<file path="src/sv/tprc_pkg.sv">
// ----------------------------------------------------------------------------
// Tank pump rotation controller package
// Shared types, codes and reset values for the pump rotation controller.
// ----------------------------------------------------------------------------
package tprc_pkg;

    localparam int NUM_PUMPS = 3;

    localparam int LEVEL_W   = 10;
    localparam int FILL_W    = 4;
    localparam int DRAIN_W   = 3;
    localparam int MODE_W    = 2;
    localparam int RUNTIME_W = 32;
    localparam int INDEX_W   = 2;
    localparam int COUNT_W   = 2;
    localparam int CFG_IDX_W = 2;
    localparam int CFG_DAT_W = 10;

    typedef logic [MODE_W-1:0]    mode_t;
    typedef logic [LEVEL_W-1:0]   level_t;
    typedef logic [RUNTIME_W-1:0] runtime_t;
    typedef logic [COUNT_W-1:0]   count_t;

    typedef mode_t    [NUM_PUMPS-1:0] mode_vec_t;
    typedef runtime_t [NUM_PUMPS-1:0] runtime_vec_t;

    // Pump modes
    localparam mode_t MODE_IDLE   = 2'd0;
    localparam mode_t MODE_RUN    = 2'd1;
    localparam mode_t MODE_BROKEN = 2'd2;

    // Item commands
    localparam logic CMD_TICK   = 1'b0;
    localparam logic CMD_TOGGLE = 1'b1;

    // Register indexes
    localparam logic [CFG_IDX_W-1:0] REG_LOW_BAND  = 2'd0;
    localparam logic [CFG_IDX_W-1:0] REG_HIGH_BAND = 2'd1;
    localparam logic [CFG_IDX_W-1:0] REG_LEVEL_MAX = 2'd2;
    localparam logic [CFG_IDX_W-1:0] REG_FILL_RATE = 2'd3;

    // Register reset values
    localparam level_t             LOW_BAND_RST  = 10'd250;
    localparam level_t             HIGH_BAND_RST = 10'd500;
    localparam level_t             LEVEL_MAX_RST = 10'd1000;
    localparam logic [FILL_W-1:0]  FILL_RATE_RST = 4'd2;

    localparam logic [DRAIN_W-1:0] DRAIN_LIMIT = 3'd4;
    localparam runtime_t           RUNTIME_MAX = '1;

    typedef struct packed {
        mode_vec_t    mode;
        runtime_vec_t runtime;
    } pump_state_t;

    typedef struct packed {
        logic                      cmd;
        logic [INDEX_W-1:0]        pump_index;
        logic [DRAIN_W-1:0]        drain_rate;
    } in_item_t;

endpackage

</file>
<file path="src/sv/tprc_if.sv">
// ----------------------------------------------------------------------------
// Tank pump rotation controller channels
// Valid/ready channels for input items and result items.
// ----------------------------------------------------------------------------
interface tprc_in_if;
    import tprc_pkg::*;

    logic               valid;
    logic               ready;
    logic               cmd;
    logic [INDEX_W-1:0] pump_index;
    logic [DRAIN_W-1:0] drain_rate;

    modport source (output valid, output cmd, output pump_index, output drain_rate,
                    input ready);
    modport sink   (input valid, input cmd, input pump_index, input drain_rate,
                    output ready);
endinterface

interface tprc_out_if;
    import tprc_pkg::*;

    logic     valid;
    logic     ready;
    level_t   water_level;
    mode_t    pump0_mode;
    mode_t    pump1_mode;
    mode_t    pump2_mode;
    runtime_t pump0_runtime;
    runtime_t pump1_runtime;
    runtime_t pump2_runtime;

    modport source (output valid, output water_level,
                    output pump0_mode, output pump1_mode, output pump2_mode,
                    output pump0_runtime, output pump1_runtime, output pump2_runtime,
                    input ready);
    modport sink   (input valid, input water_level,
                    input pump0_mode, input pump1_mode, input pump2_mode,
                    input pump0_runtime, input pump1_runtime, input pump2_runtime,
                    output ready);
endinterface

</file>
<file path="src/sv/tprc_pump_select.sv">
// ----------------------------------------------------------------------------
// Pump selection
// Picks the running pumps for one tick and advances their run counters.
// ----------------------------------------------------------------------------
module tprc_pump_select (
    input  tprc_pkg::level_t      level,
    input  tprc_pkg::level_t      low_band,
    input  tprc_pkg::level_t      high_band,
    input  tprc_pkg::pump_state_t cur_state,
    output tprc_pkg::pump_state_t new_state,
    output tprc_pkg::count_t      run_count
);
    import tprc_pkg::*;

    count_t                 running;
    count_t                 target;
    logic                   hold;
    logic                   change;
    logic [NUM_PUMPS-1:0]   usable;
    logic [NUM_PUMPS-1:0]   picked;
    count_t                 rank [NUM_PUMPS];
    mode_vec_t              mode_sel;

    always_comb
    begin
        running = '0;
        for (int i = 0; i < NUM_PUMPS; i++)
        begin
            if (cur_state.mode[i] == MODE_RUN)
            begin
                running = running + count_t'(1);
            end
        end
    end

    // Target pump count from the level bands; exactly at high band keeps pumps
    always_comb
    begin
        hold   = 1'b0;
        target = '0;
        if (level < low_band)
        begin
            target = count_t'(2);
        end
        else if (level < high_band)
        begin
            target = count_t'(1);
        end
        else if (level > high_band)
        begin
            target = '0;
        end
        else
        begin
            hold = 1'b1;
        end
        change = !hold && (running != target);
    end

    // Rank each usable pump: least run time first, lower index on ties
    always_comb
    begin
        for (int i = 0; i < NUM_PUMPS; i++)
        begin
            usable[i] = (cur_state.mode[i] != MODE_BROKEN);
        end
        for (int i = 0; i < NUM_PUMPS; i++)
        begin
            rank[i] = '0;
            for (int j = 0; j < NUM_PUMPS; j++)
            begin
                if (j != i && usable[j] &&
                    ((cur_state.runtime[j] < cur_state.runtime[i]) ||
                     ((cur_state.runtime[j] == cur_state.runtime[i]) && (j < i))))
                begin
                    rank[i] = rank[i] + count_t'(1);
                end
            end
            picked[i] = usable[i] && (rank[i] < target);
        end
    end

    always_comb
    begin
        for (int i = 0; i < NUM_PUMPS; i++)
        begin
            if (change && usable[i])
            begin
                mode_sel[i] = picked[i] ? MODE_RUN : MODE_IDLE;
            end
            else
            begin
                mode_sel[i] = cur_state.mode[i];
            end
        end
    end

    // Count run ticks, saturating at the top
    always_comb
    begin
        run_count      = '0;
        new_state.mode = mode_sel;
        for (int i = 0; i < NUM_PUMPS; i++)
        begin
            new_state.runtime[i] = cur_state.runtime[i];
            if (mode_sel[i] == MODE_RUN)
            begin
                run_count = run_count + count_t'(1);
                if (cur_state.runtime[i] != RUNTIME_MAX)
                begin
                    new_state.runtime[i] = cur_state.runtime[i] + runtime_t'(1);
                end
            end
        end
    end

endmodule

</file>
<file path="src/sv/tprc_level_update.sv">
// ----------------------------------------------------------------------------
// Level update
// Adds pump inflow, then removes drain, dropping steps that leave range.
// ----------------------------------------------------------------------------
module tprc_level_update (
    input  tprc_pkg::level_t               level,
    input  tprc_pkg::count_t               run_count,
    input  logic [tprc_pkg::FILL_W-1:0]    fill_rate,
    input  tprc_pkg::level_t               level_max,
    input  logic [tprc_pkg::DRAIN_W-1:0]   drain,
    output tprc_pkg::level_t               new_level
);
    import tprc_pkg::*;

    localparam int INFLOW_W = COUNT_W + FILL_W;

    logic [INFLOW_W-1:0] inflow;
    logic [LEVEL_W:0]    filled;
    level_t              level_fill;
    level_t              drained;
    logic                drop_drain;

    always_comb
    begin
        inflow     = INFLOW_W'(run_count) * INFLOW_W'(fill_rate);
        filled     = {1'b0, level} + (LEVEL_W + 1)'(inflow);
        level_fill = (filled > {1'b0, level_max}) ? level : filled[LEVEL_W-1:0];
        drained    = level_fill - LEVEL_W'(drain);
        drop_drain = (LEVEL_W'(drain) > level_fill) || (drained > level_max);
        new_level  = drop_drain ? level_fill : drained;
    end

endmodule

</file>
<file path="src/sv/tank_pump_rotation_controller_unit.sv">
// ----------------------------------------------------------------------------
// Tank pump rotation controller
// Level controller for three pumps with least-run-time rotation.
// ----------------------------------------------------------------------------
// Usage:
//   in_ch carries items: a time tick (cmd 0, with drain_rate) or a toggle of
//   one pump's broken flag (cmd 1, with pump_index). out_ch returns one result
//   per item: the tank level and every pump's mode and run count after it.
//   The cfg_we / cfg_index / cfg_data port writes low_band, high_band,
//   level_max and fill_rate; write only while no item is in flight.
//   A result shows on out_ch after its input passes the input register, then
//   the result register. Throughput: one item per cycle while out_ch.ready
//   stays high; the state update is combinational logic between the two
//   registers, so an item can directly follow the one before it.
//   Reset clears the level, idles all pumps, zeroes run counts and loads the
//   register defaults (250, 500, 1000, 2); both stages come up empty.
//   When the receiver stalls, the result register holds its item and the
//   input register can still take one more; then in_ch.ready drops.
// ----------------------------------------------------------------------------
module tank_pump_rotation_controller_unit (
    input  logic                               clk,
    input  logic                               rst_n,
    tprc_in_if.sink                            in_ch,
    tprc_out_if.source                         out_ch,
    input  logic                               cfg_we,
    input  logic [tprc_pkg::CFG_IDX_W-1:0]     cfg_index,
    input  logic [tprc_pkg::CFG_DAT_W-1:0]     cfg_data
);
    import tprc_pkg::*;

    // Configuration registers
    level_t              low_band_reg;
    level_t              high_band_reg;
    level_t              level_max_reg;
    logic [FILL_W-1:0]   fill_rate_reg;

    // Controller state
    level_t              level_reg;
    pump_state_t         pump_reg;

    // Input stage
    logic                stage_valid_reg;
    in_item_t            stage_reg;

    // Result stage
    logic                out_valid_reg;
    level_t              out_level_reg;
    pump_state_t         out_pump_reg;

    logic                in_xfer;
    logic                advance;
    logic [DRAIN_W-1:0]  drain;
    pump_state_t         tick_state;
    count_t              tick_runs;
    level_t              tick_level;
    level_t              level_next;
    pump_state_t         pump_next;

    // Advance the input stage when the result register is free or draining
    assign advance      = stage_valid_reg && (!out_valid_reg || out_ch.ready);
    assign in_ch.ready  = !stage_valid_reg || advance;
    assign in_xfer      = in_ch.valid && in_ch.ready;

    // Clamp the valve opening
    assign drain = (stage_reg.drain_rate > DRAIN_LIMIT) ? DRAIN_LIMIT
                                                        : stage_reg.drain_rate;

    tprc_pump_select u_select (
        .level     (level_reg),
        .low_band  (low_band_reg),
        .high_band (high_band_reg),
        .cur_state (pump_reg),
        .new_state (tick_state),
        .run_count (tick_runs)
    );

    tprc_level_update u_level (
        .level     (level_reg),
        .run_count (tick_runs),
        .fill_rate (fill_rate_reg),
        .level_max (level_max_reg),
        .drain     (drain),
        .new_level (tick_level)
    );

    // Pick the state after the staged item
    always_comb
    begin
        level_next = level_reg;
        pump_next  = pump_reg;
        if (stage_reg.cmd == CMD_TICK)
        begin
            level_next = tick_level;
            pump_next  = tick_state;
        end
        else
        begin
            // Toggle: broken goes idle, anything else goes broken; index 3 is ignored
            for (int i = 0; i < NUM_PUMPS; i++)
            begin
                if (stage_reg.pump_index == INDEX_W'(i))
                begin
                    pump_next.mode[i] = (pump_reg.mode[i] == MODE_BROKEN) ? MODE_IDLE
                                                                          : MODE_BROKEN;
                end
            end
        end
    end

    // Configuration writes
    always_ff @(posedge clk or negedge rst_n)
    begin
        if (!rst_n)
        begin
            low_band_reg  <= LOW_BAND_RST;
            high_band_reg <= HIGH_BAND_RST;
            level_max_reg <= LEVEL_MAX_RST;
            fill_rate_reg <= FILL_RATE_RST;
        end
        else if (cfg_we)
        begin
            case (cfg_index)
                REG_LOW_BAND:  low_band_reg  <= cfg_data[LEVEL_W-1:0];
                REG_HIGH_BAND: high_band_reg <= cfg_data[LEVEL_W-1:0];
                REG_LEVEL_MAX: level_max_reg <= cfg_data[LEVEL_W-1:0];
                REG_FILL_RATE: fill_rate_reg <= cfg_data[FILL_W-1:0];
                default:       low_band_reg  <= low_band_reg;
            endcase
        end
    end

    // Controller state: commit on every advance
    always_ff @(posedge clk or negedge rst_n)
    begin
        if (!rst_n)
        begin
            level_reg <= '0;
            for (int i = 0; i < NUM_PUMPS; i++)
            begin
                pump_reg.mode[i]    <= MODE_IDLE;
                pump_reg.runtime[i] <= '0;
            end
        end
        else if (advance)
        begin
            level_reg <= level_next;
            pump_reg  <= pump_next;
        end
    end

    // Input stage control
    always_ff @(posedge clk or negedge rst_n)
    begin
        if (!rst_n)
        begin
            stage_valid_reg <= 1'b0;
        end
        else if (in_xfer)
        begin
            stage_valid_reg <= 1'b1;
        end
        else if (advance)
        begin
            stage_valid_reg <= 1'b0;
        end
    end

    always_ff @(posedge clk)
    begin
        if (in_xfer)
        begin
            stage_reg.cmd        <= in_ch.cmd;
            stage_reg.pump_index <= in_ch.pump_index;
            stage_reg.drain_rate <= in_ch.drain_rate;
        end
    end

    // Result stage control: hold while the receiver stalls
    always_ff @(posedge clk or negedge rst_n)
    begin
        if (!rst_n)
        begin
            out_valid_reg <= 1'b0;
        end
        else if (advance)
        begin
            out_valid_reg <= 1'b1;
        end
        else if (out_ch.ready)
        begin
            out_valid_reg <= 1'b0;
        end
    end

    always_ff @(posedge clk)
    begin
        if (advance)
        begin
            out_level_reg <= level_next;
            out_pump_reg  <= pump_next;
        end
    end

    assign out_ch.valid         = out_valid_reg;
    assign out_ch.water_level   = out_level_reg;
    assign out_ch.pump0_mode    = out_pump_reg.mode[0];
    assign out_ch.pump1_mode    = out_pump_reg.mode[1];
    assign out_ch.pump2_mode    = out_pump_reg.mode[2];
    assign out_ch.pump0_runtime = out_pump_reg.runtime[0];
    assign out_ch.pump1_runtime = out_pump_reg.runtime[1];
    assign out_ch.pump2_runtime = out_pump_reg.runtime[2];

endmodule

</file>
<file path="src/flat_wrapper.sv">
// flat-port wrapper written by rule: the top's interface ports become plain ports
module tank_pump_rotation_controller_unit_flat import tprc_pkg::*;
  (clk, rst_n, cfg_we, cfg_index, cfg_data, in_ch_valid, in_ch_cmd, in_ch_pump_index, in_ch_drain_rate, in_ch_ready, out_ch_valid, out_ch_water_level, out_ch_pump0_mode, out_ch_pump1_mode, out_ch_pump2_mode, out_ch_pump0_runtime, out_ch_pump1_runtime, out_ch_pump2_runtime, out_ch_ready);
  tprc_in_if in_ch_i ();
  tprc_out_if out_ch_i ();
  input  logic clk;
  input  logic rst_n;
  input  logic cfg_we;
  input  logic [tprc_pkg::CFG_IDX_W-1:0] cfg_index;
  input  logic [tprc_pkg::CFG_DAT_W-1:0] cfg_data;
  input wire logic [$bits(in_ch_i.valid)-1:0] in_ch_valid;
  input wire logic [$bits(in_ch_i.cmd)-1:0] in_ch_cmd;
  input wire logic [$bits(in_ch_i.pump_index)-1:0] in_ch_pump_index;
  input wire logic [$bits(in_ch_i.drain_rate)-1:0] in_ch_drain_rate;
  output wire logic [$bits(in_ch_i.ready)-1:0] in_ch_ready;
  output wire logic [$bits(out_ch_i.valid)-1:0] out_ch_valid;
  output wire logic [$bits(out_ch_i.water_level)-1:0] out_ch_water_level;
  output wire logic [$bits(out_ch_i.pump0_mode)-1:0] out_ch_pump0_mode;
  output wire logic [$bits(out_ch_i.pump1_mode)-1:0] out_ch_pump1_mode;
  output wire logic [$bits(out_ch_i.pump2_mode)-1:0] out_ch_pump2_mode;
  output wire logic [$bits(out_ch_i.pump0_runtime)-1:0] out_ch_pump0_runtime;
  output wire logic [$bits(out_ch_i.pump1_runtime)-1:0] out_ch_pump1_runtime;
  output wire logic [$bits(out_ch_i.pump2_runtime)-1:0] out_ch_pump2_runtime;
  input wire logic [$bits(out_ch_i.ready)-1:0] out_ch_ready;
  assign in_ch_i.valid = in_ch_valid;
  assign in_ch_i.cmd = in_ch_cmd;
  assign in_ch_i.pump_index = in_ch_pump_index;
  assign in_ch_i.drain_rate = in_ch_drain_rate;
  assign in_ch_ready = in_ch_i.ready;
  assign out_ch_valid = out_ch_i.valid;
  assign out_ch_water_level = out_ch_i.water_level;
  assign out_ch_pump0_mode = out_ch_i.pump0_mode;
  assign out_ch_pump1_mode = out_ch_i.pump1_mode;
  assign out_ch_pump2_mode = out_ch_i.pump2_mode;
  assign out_ch_pump0_runtime = out_ch_i.pump0_runtime;
  assign out_ch_pump1_runtime = out_ch_i.pump1_runtime;
  assign out_ch_pump2_runtime = out_ch_i.pump2_runtime;
  assign out_ch_i.ready = out_ch_ready;
  tank_pump_rotation_controller_unit u_core (.clk(clk), .rst_n(rst_n), .in_ch(in_ch_i), .out_ch(out_ch_i), .cfg_we(cfg_we), .cfg_index(cfg_index), .cfg_data(cfg_data));
endmodule
</file>
<file path="config.mk">
export PLATFORM = sky130hd
export DESIGN_NAME = tank_pump_rotation_controller_unit_flat
export DESIGN_NICKNAME = d
export VERILOG_FILES = /design/src/sv/tprc_pkg.sv /design/src/sv/tprc_if.sv /design/src/sv/tprc_pump_select.sv /design/src/sv/tprc_level_update.sv /design/src/sv/tank_pump_rotation_controller_unit.sv /design/src/flat_wrapper.sv
export SDC_FILE = /design/constraint.sdc
export NUM_CORES = 1
export LEC_CHECK = 0
export BUFFER_PORTS_ARGS = -buffer_cell sky130_fd_sc_hd__buf_2
export CORE_MARGIN = 1
export CORE_UTILIZATION = 62
export CTS_CLUSTER_SIZE = 12
export DETAILED_ROUTE_END_ITERATION = 6
export GPL_TIMING_DRIVEN = 0
export PLACE_DENSITY = 0.82
export SLEW_MARGIN = 40
export SYNTH_ARGS = -nofsm -noshare
export SYNTH_HDL_FRONTEND = slang
export SYNTH_HIERARCHICAL = 1
export SYNTH_SLANG_ARGS = --single-unit
</file>
<file path="constraint.sdc">
create_clock -name clk -period 15.1 [get_ports clk]
set_clock_uncertainty 0.15 [all_clocks]
set_input_delay 0.755 -clock clk [delete_from_list [all_inputs] [get_ports clk]]
set_output_delay 0.755 -clock clk [all_outputs]
set_load 0.02 [all_outputs]
</file>
# Yosys cells after proc, flatten, opt, wreduce, memory -nomap -nowiden
# Cells that the tools add are included.
[totals]
reg_bits = 266
elab_cells = 153
input_bits = 23
out_inout_bits = 114
[op_classes]
magnitude_cmp = 16
multipliers = 1
reduce_logical = 32
add_sub_neg = 12
n_eq_ne = 24
n_mux = 45
[op_table]
columns = ["op", "n"]
rows = [
  ["$lt 32x32->1", 6],
  ["$mux 32", 6],
  ["$add 32x1->32 const B", 3],
  ["$eq 32x32->1", 3],
  ["$mux 96", 1],
  ["$ne 32x32->1 const B", 3],
  ["$mux 2", 17],
  ["$mux 10", 3],
  ["$gt 10x10->1", 2],
  ["$lt 10x10->1", 2],
  ["$eq 2x1->1 const B", 8],
  ["$mux 1", 16],
  ["$logic_and 1x1->1", 15],
  ["$add 2x1->2 const B", 7],
  ["$eq 2x2->1 const B", 6],
  ["$add 10x6->11", 1],
  ["$gt 11x10->1", 1],
  ["$gt 3x10->1", 1],
  ["$sub 10x3->10", 1],
  ["$reduce_and 2->1", 4],
  ["$logic_or 1x1->1", 6],
  ["$lt 2x2->1", 3],
  ["$mul 2x4->6", 1],
  ["$mux 6", 1],
  ["other kinds (7)", 13],
]

# Depth between registers and ports, before layout
# Gate-level depths: netlist of run 1.
[depth]
word_depth = 25
ltp_mapped = 57
ltp_nobuf = 56

# By module
# The synthesis of run 1 kept the hierarchy.
[modules_own_cells]
columns = ["mod", "area_each_um2", "n_inst", "cells_per_inst"]
rows = [
  ["tank_pump_rotation_controller_unit", 10772.8, 1, 593],
  ["tprc_pump_select", 5212.5, 1, 732],
  ["tprc_level_update", 1629.1, 1, 206],
]

# Worst setup path before layout of run 1
# No wires, ideal clock.
[synth_path]
path_type = "reg2reg"
start = "register u_core/pump_reg[73] (netlist name)"
end = "register u_core.level_reg[1]"
required_ps = 14825
path_stages_with_launch = 52
setup_ps = 125
period_less_slack_ps = 11343
path_buffers = 1
arrival_time_ps = 11069
slack_ps = 3757
cell_sequence = "dfrtp_1 -> inv_1 -> ha_1 -> a21o_1 -> a21o_1 -> a21o_1 -> a21o_1 -> a21oi_1 -> nor2b_1 -> o21ai_0 -> nand3_1 -> a2111oi_0 -> o21ba_2 -> ha_1 -> ha_1 -> nor2_1 -> a31oi_1 -> nor4_1 -> [16 not listed] -> buf_4 -> mux2_2 -> ha_1 -> nor2b_1 -> o21ai_0 -> nand2b_1 -> nor3_1 -> a31oi_1 -> nor3b_1 -> xnor2_1 -> ha_1 -> nand4_1 -> nor3_1 -> a211oi_1 -> a21o_4 -> mux2_4 -> mux2_2 -> mux2_2"
[synth_between]
elab_chain_len = 22
word_cells_on_any_way = 47
classes_between = "add/sub: 5; mul: 1; order compare: 10; eq/ne: 5; mux: 16; reduce/logical: 10"
[synth_rtl]
columns = ["element", "line", "text"]
rows = [
  ["start: declaration", "tank_pump_rotation_controller_unit.sv:39", "pump_state_t pump_reg;"],
  ["start signal: assignment", "tank_pump_rotation_controller_unit.sv:147", "pump_reg <= pump_next;"],
  ["$lt 32x32->1", "tprc_pump_select.sv:73", "((cur_state.runtime[j] < cur_state.runtime[i]) ||"],
  ["$logic_and 1x1->1", "tprc_pump_select.sv:72", "if (j != i && usable[j] &&"],
  ["$mux 2", "tprc_pump_select.sv:72", ""],
  ["$lt 2x2->1", "tprc_pump_select.sv:79", "picked[i] = usable[i] && (rank[i] < target);"],
  ["$logic_and 1x1->1", "tprc_pump_select.sv:79", ""],
  ["$mux 1", "tprc_pump_select.sv:89", "mode_sel[i] = picked[i] ? MODE_RUN : MODE_IDLE;"],
  ["$mux 2", "tprc_pump_select.sv:87", "if (change && usable[i])"],
  ["$eq 2x1->1", "tprc_pump_select.sv:106", "if (mode_sel[i] == MODE_RUN)"],
  ["[5 not listed]", "--", ""],
  ["via u_core.tick_runs[1]", "tank_pump_rotation_controller_unit.sv:54", "count_t tick_runs;"],
  ["[3 not listed]", "--", ""],
  ["$mux 10 *", "tprc_level_update.sv:27", "level_fill = (filled > {1'b0, level_max}) ? level : filled[LEVEL_W-1:0];"],
  ["$sub 10x3->10", "tprc_level_update.sv:28", "drained = level_fill - LEVEL_W'(drain);"],
  ["$gt 10x10->1", "tprc_level_update.sv:29", "drop_drain = (LEVEL_W'(drain) > level_fill) || (drained > level_max);"],
  ["$logic_or 1x1->1", "tprc_level_update.sv:29", ""],
  ["$mux 10 *", "tprc_level_update.sv:30", "new_level = drop_drain ? level_fill : drained;"],
  ["via u_core.tick_level[1]", "tank_pump_rotation_controller_unit.sv:55", "level_t tick_level;"],
  ["$mux 10 *", "tank_pump_rotation_controller_unit.sv:91", "if (stage_reg.cmd == CMD_TICK)"],
  ["via u_core.level_next[1]", "tank_pump_rotation_controller_unit.sv:56", "level_t level_next;"],
  ["end signal: assignment", "tank_pump_rotation_controller_unit.sv:146", "level_reg <= level_next;"],
  ["end: declaration", "tank_pump_rotation_controller_unit.sv:38", "level_t level_reg;"],
]
# The timed path passes the listed nets; every way through them passes the cells marked *.
# A chain may end at the register's enable or synchronous reset.

# Final worst setup path of run 1
[layout_path]
start = "register u_core/pump_reg[65] (netlist name)"
end = "register u_core.level_reg[2]"
# Same word-level chain as after synthesis.

==> metrics.md, run 1 <==
| Metric | Value |
|---|---|
| Outcome | `finished, final reports clean` |
| Via density | `6.010` |
| Max_cap viols | `0` |
| Synth Register Bits | `266` |
| Register area | `7271 um^2` |
| Critical path's slowest cell | `a2111oi_1` |
| Tightest Hold Check Type | `primary input to flip-flop` |
| Setup total negative slack | `0 ns` |
| Port Buffers | `136` |
| Final period util | `88.42%` |
| Die height | `170.6 um` |
| Routed WL | `42,100 um` |
| Worst Path Max Fanout | `10` |
| CTS clock-pin slew for the worst setup and hold paths | `0.06 ns` |
| Worst setup SP type | `flip-flop` |
| Worst Path Buf+Inv | `3` |
| Syn Area/Cell | `11.51 um^2` |
| Global-route wire length before repair | `66,670 um` |
| Reg2Reg Launch Point | `u_core/pump_reg[65]` |
| Latest clock arrival within the worst-skew pair | `0.56 ns` |
| Headroom to the max-slew limit | `48.72%` |
| Layout cells sized above 1 | `30.51%` |
| R2R depth | `51` |
| Reg-to-reg critical path endpoint | `u_core/level_reg[2]` |
| Area Overhead vs Synth | `12.47%` |
| Die Width | `170.6 um` |
| Clk root buf | `clkbuf_16` |
| EDFF count, synth | `118` |
| Critical path launch point | `u_core/pump_reg[65]` |
| Area of the die | `29,090 um^2` |
| Cell taking the most area after synthesis | `edfxtp_1` |
| Area of the multi-input gates | `9592 um^2` |
| Tot GR Track Use | `29.48%` |
| Share of the synthesized area in the top cell type | `20.12%` |
| Hold path start | `in_ch_pump_index[1]` |
| Vias | `12.63k` |
| CTS sink cnt | `266` |
| Max Clk Rate | `0.07490 GHz` |
| Post-synth ARST share | `55.64%` |
| WHS Endpoint | `u_core/stage_reg[4]` |
| Final min period | `13.35 ns` |
| Gpl congestion | `0.9244` |
| Slew Limit Fails | `0` |
| Grt total ovfl | `0` |
| Routed length per instance | `20.03 um` |
| Syn_nets | `1,717` |
| Worst Tran Pin Value | `0.7641 ns` |
| DRC errors left | `0` |
| Ys Warns | `6` |
| Req. time, crit path | `15.37 ns` |
| Core footprint | `27,860 um^2` |
| R2R Setup Slk | `1.75 ns` |
| Final Setup Violations | `0` |
| Unique masters post-synth | `73` |
| Synthesized area | `17,610 um^2` |
| Drt pass-1 iters | `5` |
| RSZ-0062 raised after global routing | `no` |
| Sequential area share after synthesis | `41.28%` |
| Commonest cells in the netlist | `mux2_2, ha_1, dfrtp_1, edfxtp_1, inv_1` |
| Final hold viol count | `0` |
| Max clock buf depth | `3` |
| CTS tree | `done` |
| Fill count | `1,948` |
| Number of flip-flops in the largest register | `102` |
| IO Pins | `137` |
| Number of DRC markers in iteration 0 | `891` |
| Antenna cells | `0` |
| Crit Path Class | `flip-flop to flip-flop` |
| Top-count cell post-synth | `mux2_2` |
| Area contributors post-synth | `edfxtp_1, dfrtp_1, mux2_2` |
| Layout Nets | `1,888` |
| TritonCTS Buffers | `29` |
| Most used cell, CP | `ha_1` |
| Post-DRT Antenna Nets | `0` |
| CP peak stage delay | `0.71 ns` |
| Setup crit end kind | `flip-flop` |
| Most used DFF post-synth | `dfrtp_1` |
| Initial antenna violation count | `0` |
| Starting Density | `63.23%` |
| Critical path's top delay family | `compound AO/OA/AOI/OAI gates` |
| Hold Path Stages | `1` |
| Largest net degree at the start of global routing | `76` |
| Hpwl dp | `31,390 um` |
| Gate count after technology mapping | `1,531` |
| H-tree Lvls | `1` |
| CP arrival | `13.63 ns` |
| Vias in the first global route | `12.63k` |
| # Post-CTS Setup Buffers | `0` |
| Rows | `61` |
==> worst register-to-register path: cells and delay by family, from the launching register on <==
kind            cells  cell delay, ns
compound gates     17            5.50
fa+ha+maj           9            2.61
simple gates       16            2.50
mux                 4            1.23
flops               1            0.47
buf+inv             3            0.44
xor+xnor            2            0.33
==> metrics by stage <==
stage                     instance area [um^2]  hold WS (ns)  setup WS [ns]  utilization [%]  std cells
after floorplan                          17610        0.3094          3.757                -       1531
after detailed placement                 18870        0.3440          2.055            67.75       2048
after CTS                                19800        0.2218          1.965            71.07       2102
after global placement                   18770        0.3401          1.619            67.37       2045
final                                    19810        0.2389          1.749            71.12       2102
after global routing                     19810        0.2233          1.019            71.12       2102
==> area by class of cell <==
class / count / area share (%)
Clock inverter: 7 / 0.4863
Clock buffer: 46 / 4.137
Timing Repair Buffer: 140 / 3.954
Buffer: 43 / 1.705
Sequential cell: 266 / 36.70
Multi-Input combinational cell: 1105 / 48.41
Tap cell: 378 / 2.387
Inverter: 117 / 2.217
==> cells by family (layout without fill, tap and decap cells) <==
family / count (synthesis) / count (layout) / synth area share [%]
buffers and inverters: 160 / 353 / 4.411
AOI/OAI and AO/OA: 180 / 180 / 6.890
xor gates and xnor gates: 117 / 117 / 5.860
DFF: 266 / 266 / 41.28
muxes: 263 / 263 / 17.46
adders and majority gates: 163 / 163 / 11.79
and+or+nand+nor: 382 / 382 / 12.31
==> per-layer routing <==
metal  share of wire, %  global-route usage (%)  up-vias
met4                3.7                   11.59        2
met1                 42                   37.84     6157
met3                6.3                   4.835       96
met5              0.078                  0.8696        -
met2                 48                   49.67      436
li1                   -                       -     5943
==> cell usage in the layout (no fill, tap or decap), types with 33 or more instances in the layout <==
cell type and n:
edfxtp_1 118, mux2_4 33, nand4_1 60, o21ai_0 34, mux2_2 222, nand2_1 59
a21oi_1 46, dfrtp_1 129, inv_1 115, nor2_1 55, nand3_1 40, buf_2 150
xnor2_1 103, ha_1 158
==> timing repair <==
item                                   in CTS  in global routing
resized for setup                           0                  0
endpoints found under the hold margin      30                  0
hold buffers                                1                  0
==> worst max-delay path by stage <==
stage                     endpoint  slack [ns]  depth (start not counted)
2_1_floorplan  u_core/level_reg[1]        3.76                         51
3_3_place_gp   u_core/level_reg[2]        1.62                         51
3_5_place_dp   u_core/level_reg[4]        2.05                         54
4_1_cts        u_core/level_reg[4]        1.97                         51
5_1_grt        u_core/level_reg[4]        1.02                         54
6_report       u_core/level_reg[2]        1.75                         51
Power of run 1 is not shown: default switching activity piles up to over one toggle a cycle in this logic, so the estimate is an artifact.
==> run 2: changes to the inputs <==
--- a/config.mk
+++ b/config.mk
@@ -11,7 +11,7 @@
 export CTS_CLUSTER_SIZE = 12
 export DETAILED_ROUTE_END_ITERATION = 6
 export GPL_TIMING_DRIVEN = 0
-export PLACE_DENSITY = 0.82
+export PLACE_DENSITY_LB_ADDON = 0.08
 export SLEW_MARGIN = 40
 export SYNTH_ARGS = -nofsm -noshare
 export SYNTH_HDL_FRONTEND = slang
==> metrics.md, run 2 (synthesis results as in run 1) <==
| Metric | Value |
|---|---|
| Outcome | `finished, final reports clean` |
| Die height | `170.6 um (unchanged)` |
| Post-DRT Antenna Nets | `0 (unchanged)` |
| Worst Path Buf+Inv | `3 (unchanged)` |
| Max Clk Rate | `0.07550 GHz (+0.81%)` |
| # Post-CTS Setup Buffers | `0 (unchanged)` |
| Most frequent cells in the layout | `mux2_2, ha_1, buf_2` |
| Routed met1 length | `18,190 um (+3.6%)` |
| Most used cell, CP | `ha_1` |
| Worst setup SP type | `flip-flop` |
| Vias | `12.50k (-1.1%)` |
| WP depth | `51 (unchanged)` |
| Worst setup margin | `1.856 ns (+0.1073 ns)` |
| CP arrival | `13.52 ns (-0.11 ns)` |
| H-tree Lvls | `1 (unchanged)` |
| Die Width | `170.6 um (unchanged)` |
| Antenna cells | `0 (unchanged)` |
| IO Pins | `137 (unchanged)` |
| Core footprint | `27,860 um^2 (unchanged)` |
| Routed length per instance | `19.86 um (-0.81%)` |
| Req. time, crit path | `15.38 ns (about the same)` |
| Headroom to the max-slew limit | `46.83% (-1.9 points)` |
| Most common cell after layout, fill and taps aside | `mux2_2` |
| Drt pass-1 iters | `7 (+2)` |
| Tightest Hold Check Type | `primary input to flip-flop` |
| Rows | `61 (unchanged)` |
| Layout Nets | `1,888 (unchanged)` |
| Dpl ws | `2.060 ns (+0.005580 ns)` |
| Final hold viol count | `0 (unchanged)` |
| Max_cap viols | `0 (unchanged)` |
| Area Overhead vs Synth | `12.39% (about the same)` |
| CTS sink cnt | `266 (unchanged)` |
| Grt total ovfl | `0 (unchanged)` |
| Worst Tran Pin Value | `0.7921 ns (+0.02803 ns)` |
| Metal2 WL | `20,430 um (+0.61%)` |
| R2R depth | `51 (unchanged)` |
| Setup total negative slack | `0 ns (unchanged)` |
| Via density | `5.945 (-1.1%)` |
| Final min period | `13.24 ns (-0.1073 ns)` |
| Max layer used | `met4` |
| Largest net degree at the start of global routing | `64 (-16%)` |
| CTS clock-pin slew for the worst setup and hold paths | `0.06 ns (about the same)` |
| DRC errors left | `0 (unchanged)` |
| Hold Path Stages | `1 (unchanged)` |
| Gpl congestion | `0.9044 (-2.2%)` |
| Number of DRC markers in iteration 0 | `946 (+6.2%)` |
| WL met3 | `1995 um (-25%)` |
| CP peak stage delay | `0.67 ns (-0.04 ns)` |
| Critical path's slowest cell | `a2111oi_1` |
| Starting Density | `63.23% (unchanged)` |
| Critical path's top delay family | `compound AO/OA/AOI/OAI gates` |
| Area of the die | `29,090 um^2 (unchanged)` |
| Tot GR Track Use | `28.96% (-0.52 points)` |
| Number of flip-flops in the largest register | `102 (unchanged)` |
| Setup crit end kind | `flip-flop` |
| Slew Limit Fails | `0 (unchanged)` |
| Port Buffers | `136 (unchanged)` |
| Layout cells sized above 1 | `30.57% (+0.058 points)` |
| Routed WL | `41,760 um (-0.81%)` |
| Final Setup Violations | `0 (unchanged)` |
| Clk root buf | `clkbuf_16` |
| Initial antenna violation count | `0 (unchanged)` |
| Max clock buf depth | `3 (unchanged)` |
| Vias in the first global route | `12.35k (-2.2%)` |
| Global-route wire length before repair | `65,690 um (-1.5%)` |
| Worst Path Max Fanout | `10 (unchanged)` |
| Final period util | `87.71% (-0.71 points)` |
| Latest clock arrival within the worst-skew pair | `0.56 ns (about the same)` |
| TritonCTS Buffers | `29 (unchanged)` |
| CTS tree | `done` |
| Hpwl dp | `31,200 um (-0.62%)` |
| RSZ-0062 raised after global routing | `no` |
| Crit Path Class | `flip-flop to flip-flop` |
==> run 2: cell count changes in the layout (fill, tap and decap cells not counted), sizes merged <==
cell      delta
clkinvlp     +3
bufinv       -2
clkbuf       -2
clkinv       +2
inv          -1
==> run 2: cell type report <==
class / count / area [um^2]
clock buffers: 44 / 853.3
plain buffers: 43 / 337.8
inverters: 117 / 439.2
well taps: 378 / 473.0
repair buffers: 140 / 783.3
multi-input cells: 1105 / 9592
flip-flops and latches: 266 / 7271
clock inverters: 9 / 47.55
fillers: 2046 / 8061
==> run 2: per-layer routing <==
metal	track usage (%)	vias to the layer above
li1	-	5940
met1	37.81	6144
met2	49.64	322
met3	4.025	90
met4	9.166	0
met5	0	-
==> run 2: final timing paths <==
kind	slack [ns]	endpoint	start
setup reg to reg	1.86	u_core/level_reg[2]	u_core/pump_reg[73]
min in group asynchronous	0.53	u_core/level_reg[7]	rst_n
max in group asynchronous	13.31	u_core/fill_rate_reg[1]	rst_n
hold reg to reg	0.35	u_core/high_band_reg[3]	u_core/high_band_reg[3]
setup / recovery	1.86	u_core/level_reg[2]	u_core/pump_reg[73]
hold / removal	0.23	u_core/stage_reg[5]	in_ch_cmd
==> run 2: timing repair <==
item                                   4_1_cts  5_1_grt
resized for setup                            0        0
hold buffers                                 1        0
endpoints found under the hold margin       37        0
==> run 2: through the flow <==
step                cells  hold WS [ns]  instance area [um^2]  util (%)
floorplan            1531        0.3094                 17610         -
global placement     2045        0.3385                 18770     67.37
detailed placement   2048        0.3455                 18870     67.75
CTS                  2102        0.2120                 19780     71.02
global route         2102        0.2171                 19800     71.06
finish               2102        0.2319                 19800     71.06
Power of run 2 is left out for the same reason.
==> run 3: changes to the inputs <==
--- a/config.mk
+++ b/config.mk
@@ -5,11 +5,12 @@
 export SDC_FILE = /design/constraint.sdc
 export NUM_CORES = 1
 export LEC_CHECK = 0
-export BUFFER_PORTS_ARGS = -buffer_cell sky130_fd_sc_hd__buf_2
 export CORE_MARGIN = 1
-export CORE_UTILIZATION = 62
+export CORE_UTILIZATION = 29
+export CTS_CLUSTER_DIAMETER = 40
 export CTS_CLUSTER_SIZE = 12
 export DETAILED_ROUTE_END_ITERATION = 6
+export DONT_BUFFER_PORTS = 1
 export GPL_TIMING_DRIVEN = 0
 export PLACE_DENSITY_LB_ADDON = 0.08
 export SLEW_MARGIN = 40
==> metrics.md, run 3 (synthesis results as in run 1) <==
| Metric | Value |
|---|---|
| Max Clk Rate | `0.07376 GHz (-2.3%)` |
| Dpl cell area | `18,640 um^2 (-1.2%)` |
| Slew Limit Fails | `0 (unchanged)` |
| Area Overhead vs Synth | `18.13%` |
| Tot GR Track Use | `16.19% (-13 points)` |
| Fin cells | `2,420 (+15%)` |
| Grt total ovfl | `0 (unchanged)` |
| DRC errors left | `0 (unchanged)` |
| RSZ-0062 raised after global routing | `no` |
| Setup crit end kind | `flip-flop` |
| Max clock buf depth | `3 (unchanged)` |
| Core footprint | `59,460 um^2 (+110%)` |
| Clk root buf | `clkbuf_16` |
| Latest clock arrival within the worst-skew pair | `0.60 ns (+0.04 ns)` |
| Post-DRT Antenna Nets | `0 (unchanged)` |
| CTS tree | `done` |
| Tightest Hold Check Type | `primary input to flip-flop` |
| Worst Path Max Fanout | `10 (unchanged)` |
| Die Width | `248.5 um (+46%)` |
| Req. time, crit path | `15.42 ns (+0.04 ns)` |
| Setup total negative slack | `0 ns (unchanged)` |
| Most frequent cells in the layout | `mux2_2, ha_1, dfrtp_1` |
| Worst Tran Pin Value | `0.8234 ns (+0.03132 ns)` |
| Outcome | `finished, final reports clean` |
| Hpwl dp | `37,860 um (+21%)` |
| Layout Nets | `1,783 (-5.6%)` |
| Global-route wire length before repair | `76,560 um (+17%)` |
| CTS clock-pin slew for the worst setup and hold paths | `0.05 ns (about the same)` |
| Final Setup Violations | `0 (unchanged)` |
| Routed WL | `50,160 um (+20%)` |
| TritonCTS Buffers | `60 (+110%)` |
| Headroom to the max-slew limit | `44.68% (-2.2 points)` |
| # Post-CTS Setup Buffers | `0 (unchanged)` |
| Critical path's slowest cell | `a211oi_1` |
| Die height | `248.5 um (+46%)` |
| Fill count | `5,931 (+190%)` |
| CTS sink cnt | `266 (unchanged)` |
| Initial antenna violation count | `1 (+1)` |
| H-tree Lvls | `2 (+1)` |
| CP arrival | `13.87 ns (+0.35 ns)` |
| Vias | `11.86k (-5.1%)` |
| Rows | `89 (+46%)` |
| Number of DRC markers in iteration 0 | `432 (-54%)` |
| Largest net degree at the start of global routing | `149 (+130%)` |
| Most common cell after layout, fill and taps aside | `mux2_2` |
| Routed length per instance | `20.73 um (+4.3%)` |
| Number of flip-flops in the largest register | `102 (unchanged)` |
| Final min period | `13.56 ns (+0.3138 ns)` |
| Fin Hold WS | `0.1078 ns (-0.1240 ns)` |
| CP peak stage delay | `0.65 ns (-0.02 ns)` |
| Most used cell, CP | `ha_1` |
| Area of the die | `61,730 um^2 (+110%)` |
| Final period util | `89.79% (+2.1 points)` |
| Antenna cells | `0 (unchanged)` |
| Final hold viol count | `0 (unchanged)` |
| Crit Path Class | `flip-flop to flip-flop` |
| Worst setup SP type | `flip-flop` |
| Vias in the first global route | `12.50k (+1.3%)` |
| R2R Setup Slk | `1.54 ns (-0.31 ns)` |
| Drt pass-1 iters | `5 (-2)` |
| Port Buffers | `0 (-100%)` |
| Layout cells sized above 1 | `27.81% (-2.8 points)` |
| Gpl congestion | `0.8050 (-11%)` |
| Post-route cell area | `20,810 um^2 (+5.1%)` |
| Placed Cells | `2,305 (+13%)` |
| IO Pins | `137 (unchanged)` |
| Via density | `4.900 (-18%)` |
| Starting Density | `29.62% (-34 points)` |
| Max_cap viols | `0 (unchanged)` |
## run 3: metrics by stage
step | setup slack, ns | util, %
after global routing | 0.6444 | 34.99
final | 1.542 | 34.99
after global placement | 0.9354 | 31.25
after detailed placement | 1.254 | 31.35
after floorplan | 3.757 | -
after CTS | 1.225 | 34.92
## run 3: worst paths after layout
path	from	end	cells past startpoint
min in group asynchronous	rst_n	u_core/pump_reg[1]	2
max in group asynchronous	rst_n	u_core/level_max_reg[5]	3
worst min register to register	u_core/level_max_reg[1]	u_core/level_max_reg[1]	1
worst max-delay path	u_core/pump_reg[65]	u_core/level_reg[2]	54
worst min-delay path	in_ch_drain_rate[2]	u_core/stage_reg[2]	0
worst max register to register	u_core/pump_reg[65]	u_core/level_reg[2]	54
## run 3: per-layer routing
layer  global-route usage, %  wire [um]  vias to the layer above
li1                        -          -                     5762
met1                   20.01      22200                     5813
met2                   27.78      24360                      203
met3                   3.339       2166                       80
met4                   5.768       1441                        0
met5                       0          0                        -
## run 3: area by class of cell
type	instances	area, um^2	share of cell area [%]
Clock inverter	46	553.0	2.658
Clock buffer	66	1545	7.426
Timing Repair Buffer	4	92.59	0.4450
Multi-Input combinational cell	1105	9603	46.15
Tap cell	773	967.2	4.648
Inverter	117	439.2	2.111
Buffer	43	337.8	1.623
Sequential cell	266	7271	34.94
## run 3: worst max-delay path: cells and delay by family, from the launching register on
family	cells	cell delay, ns
AOI/OAI and AO/OA	16	4.61
xor gates and xnor gates	2	0.48
adders and majority gates	10	2.94
buffers and inverters	4	0.64
DFF	1	0.49
muxes	4	1.28
and+or+nand+nor	18	2.80
## run 3: what timing repair did
item                                   4_1_cts  5_1_grt
endpoints found under the hold margin      148       50
gates resized for setup                      0        0
hold buffers                                 1        1
Power of run 3 is left out for the same reason.
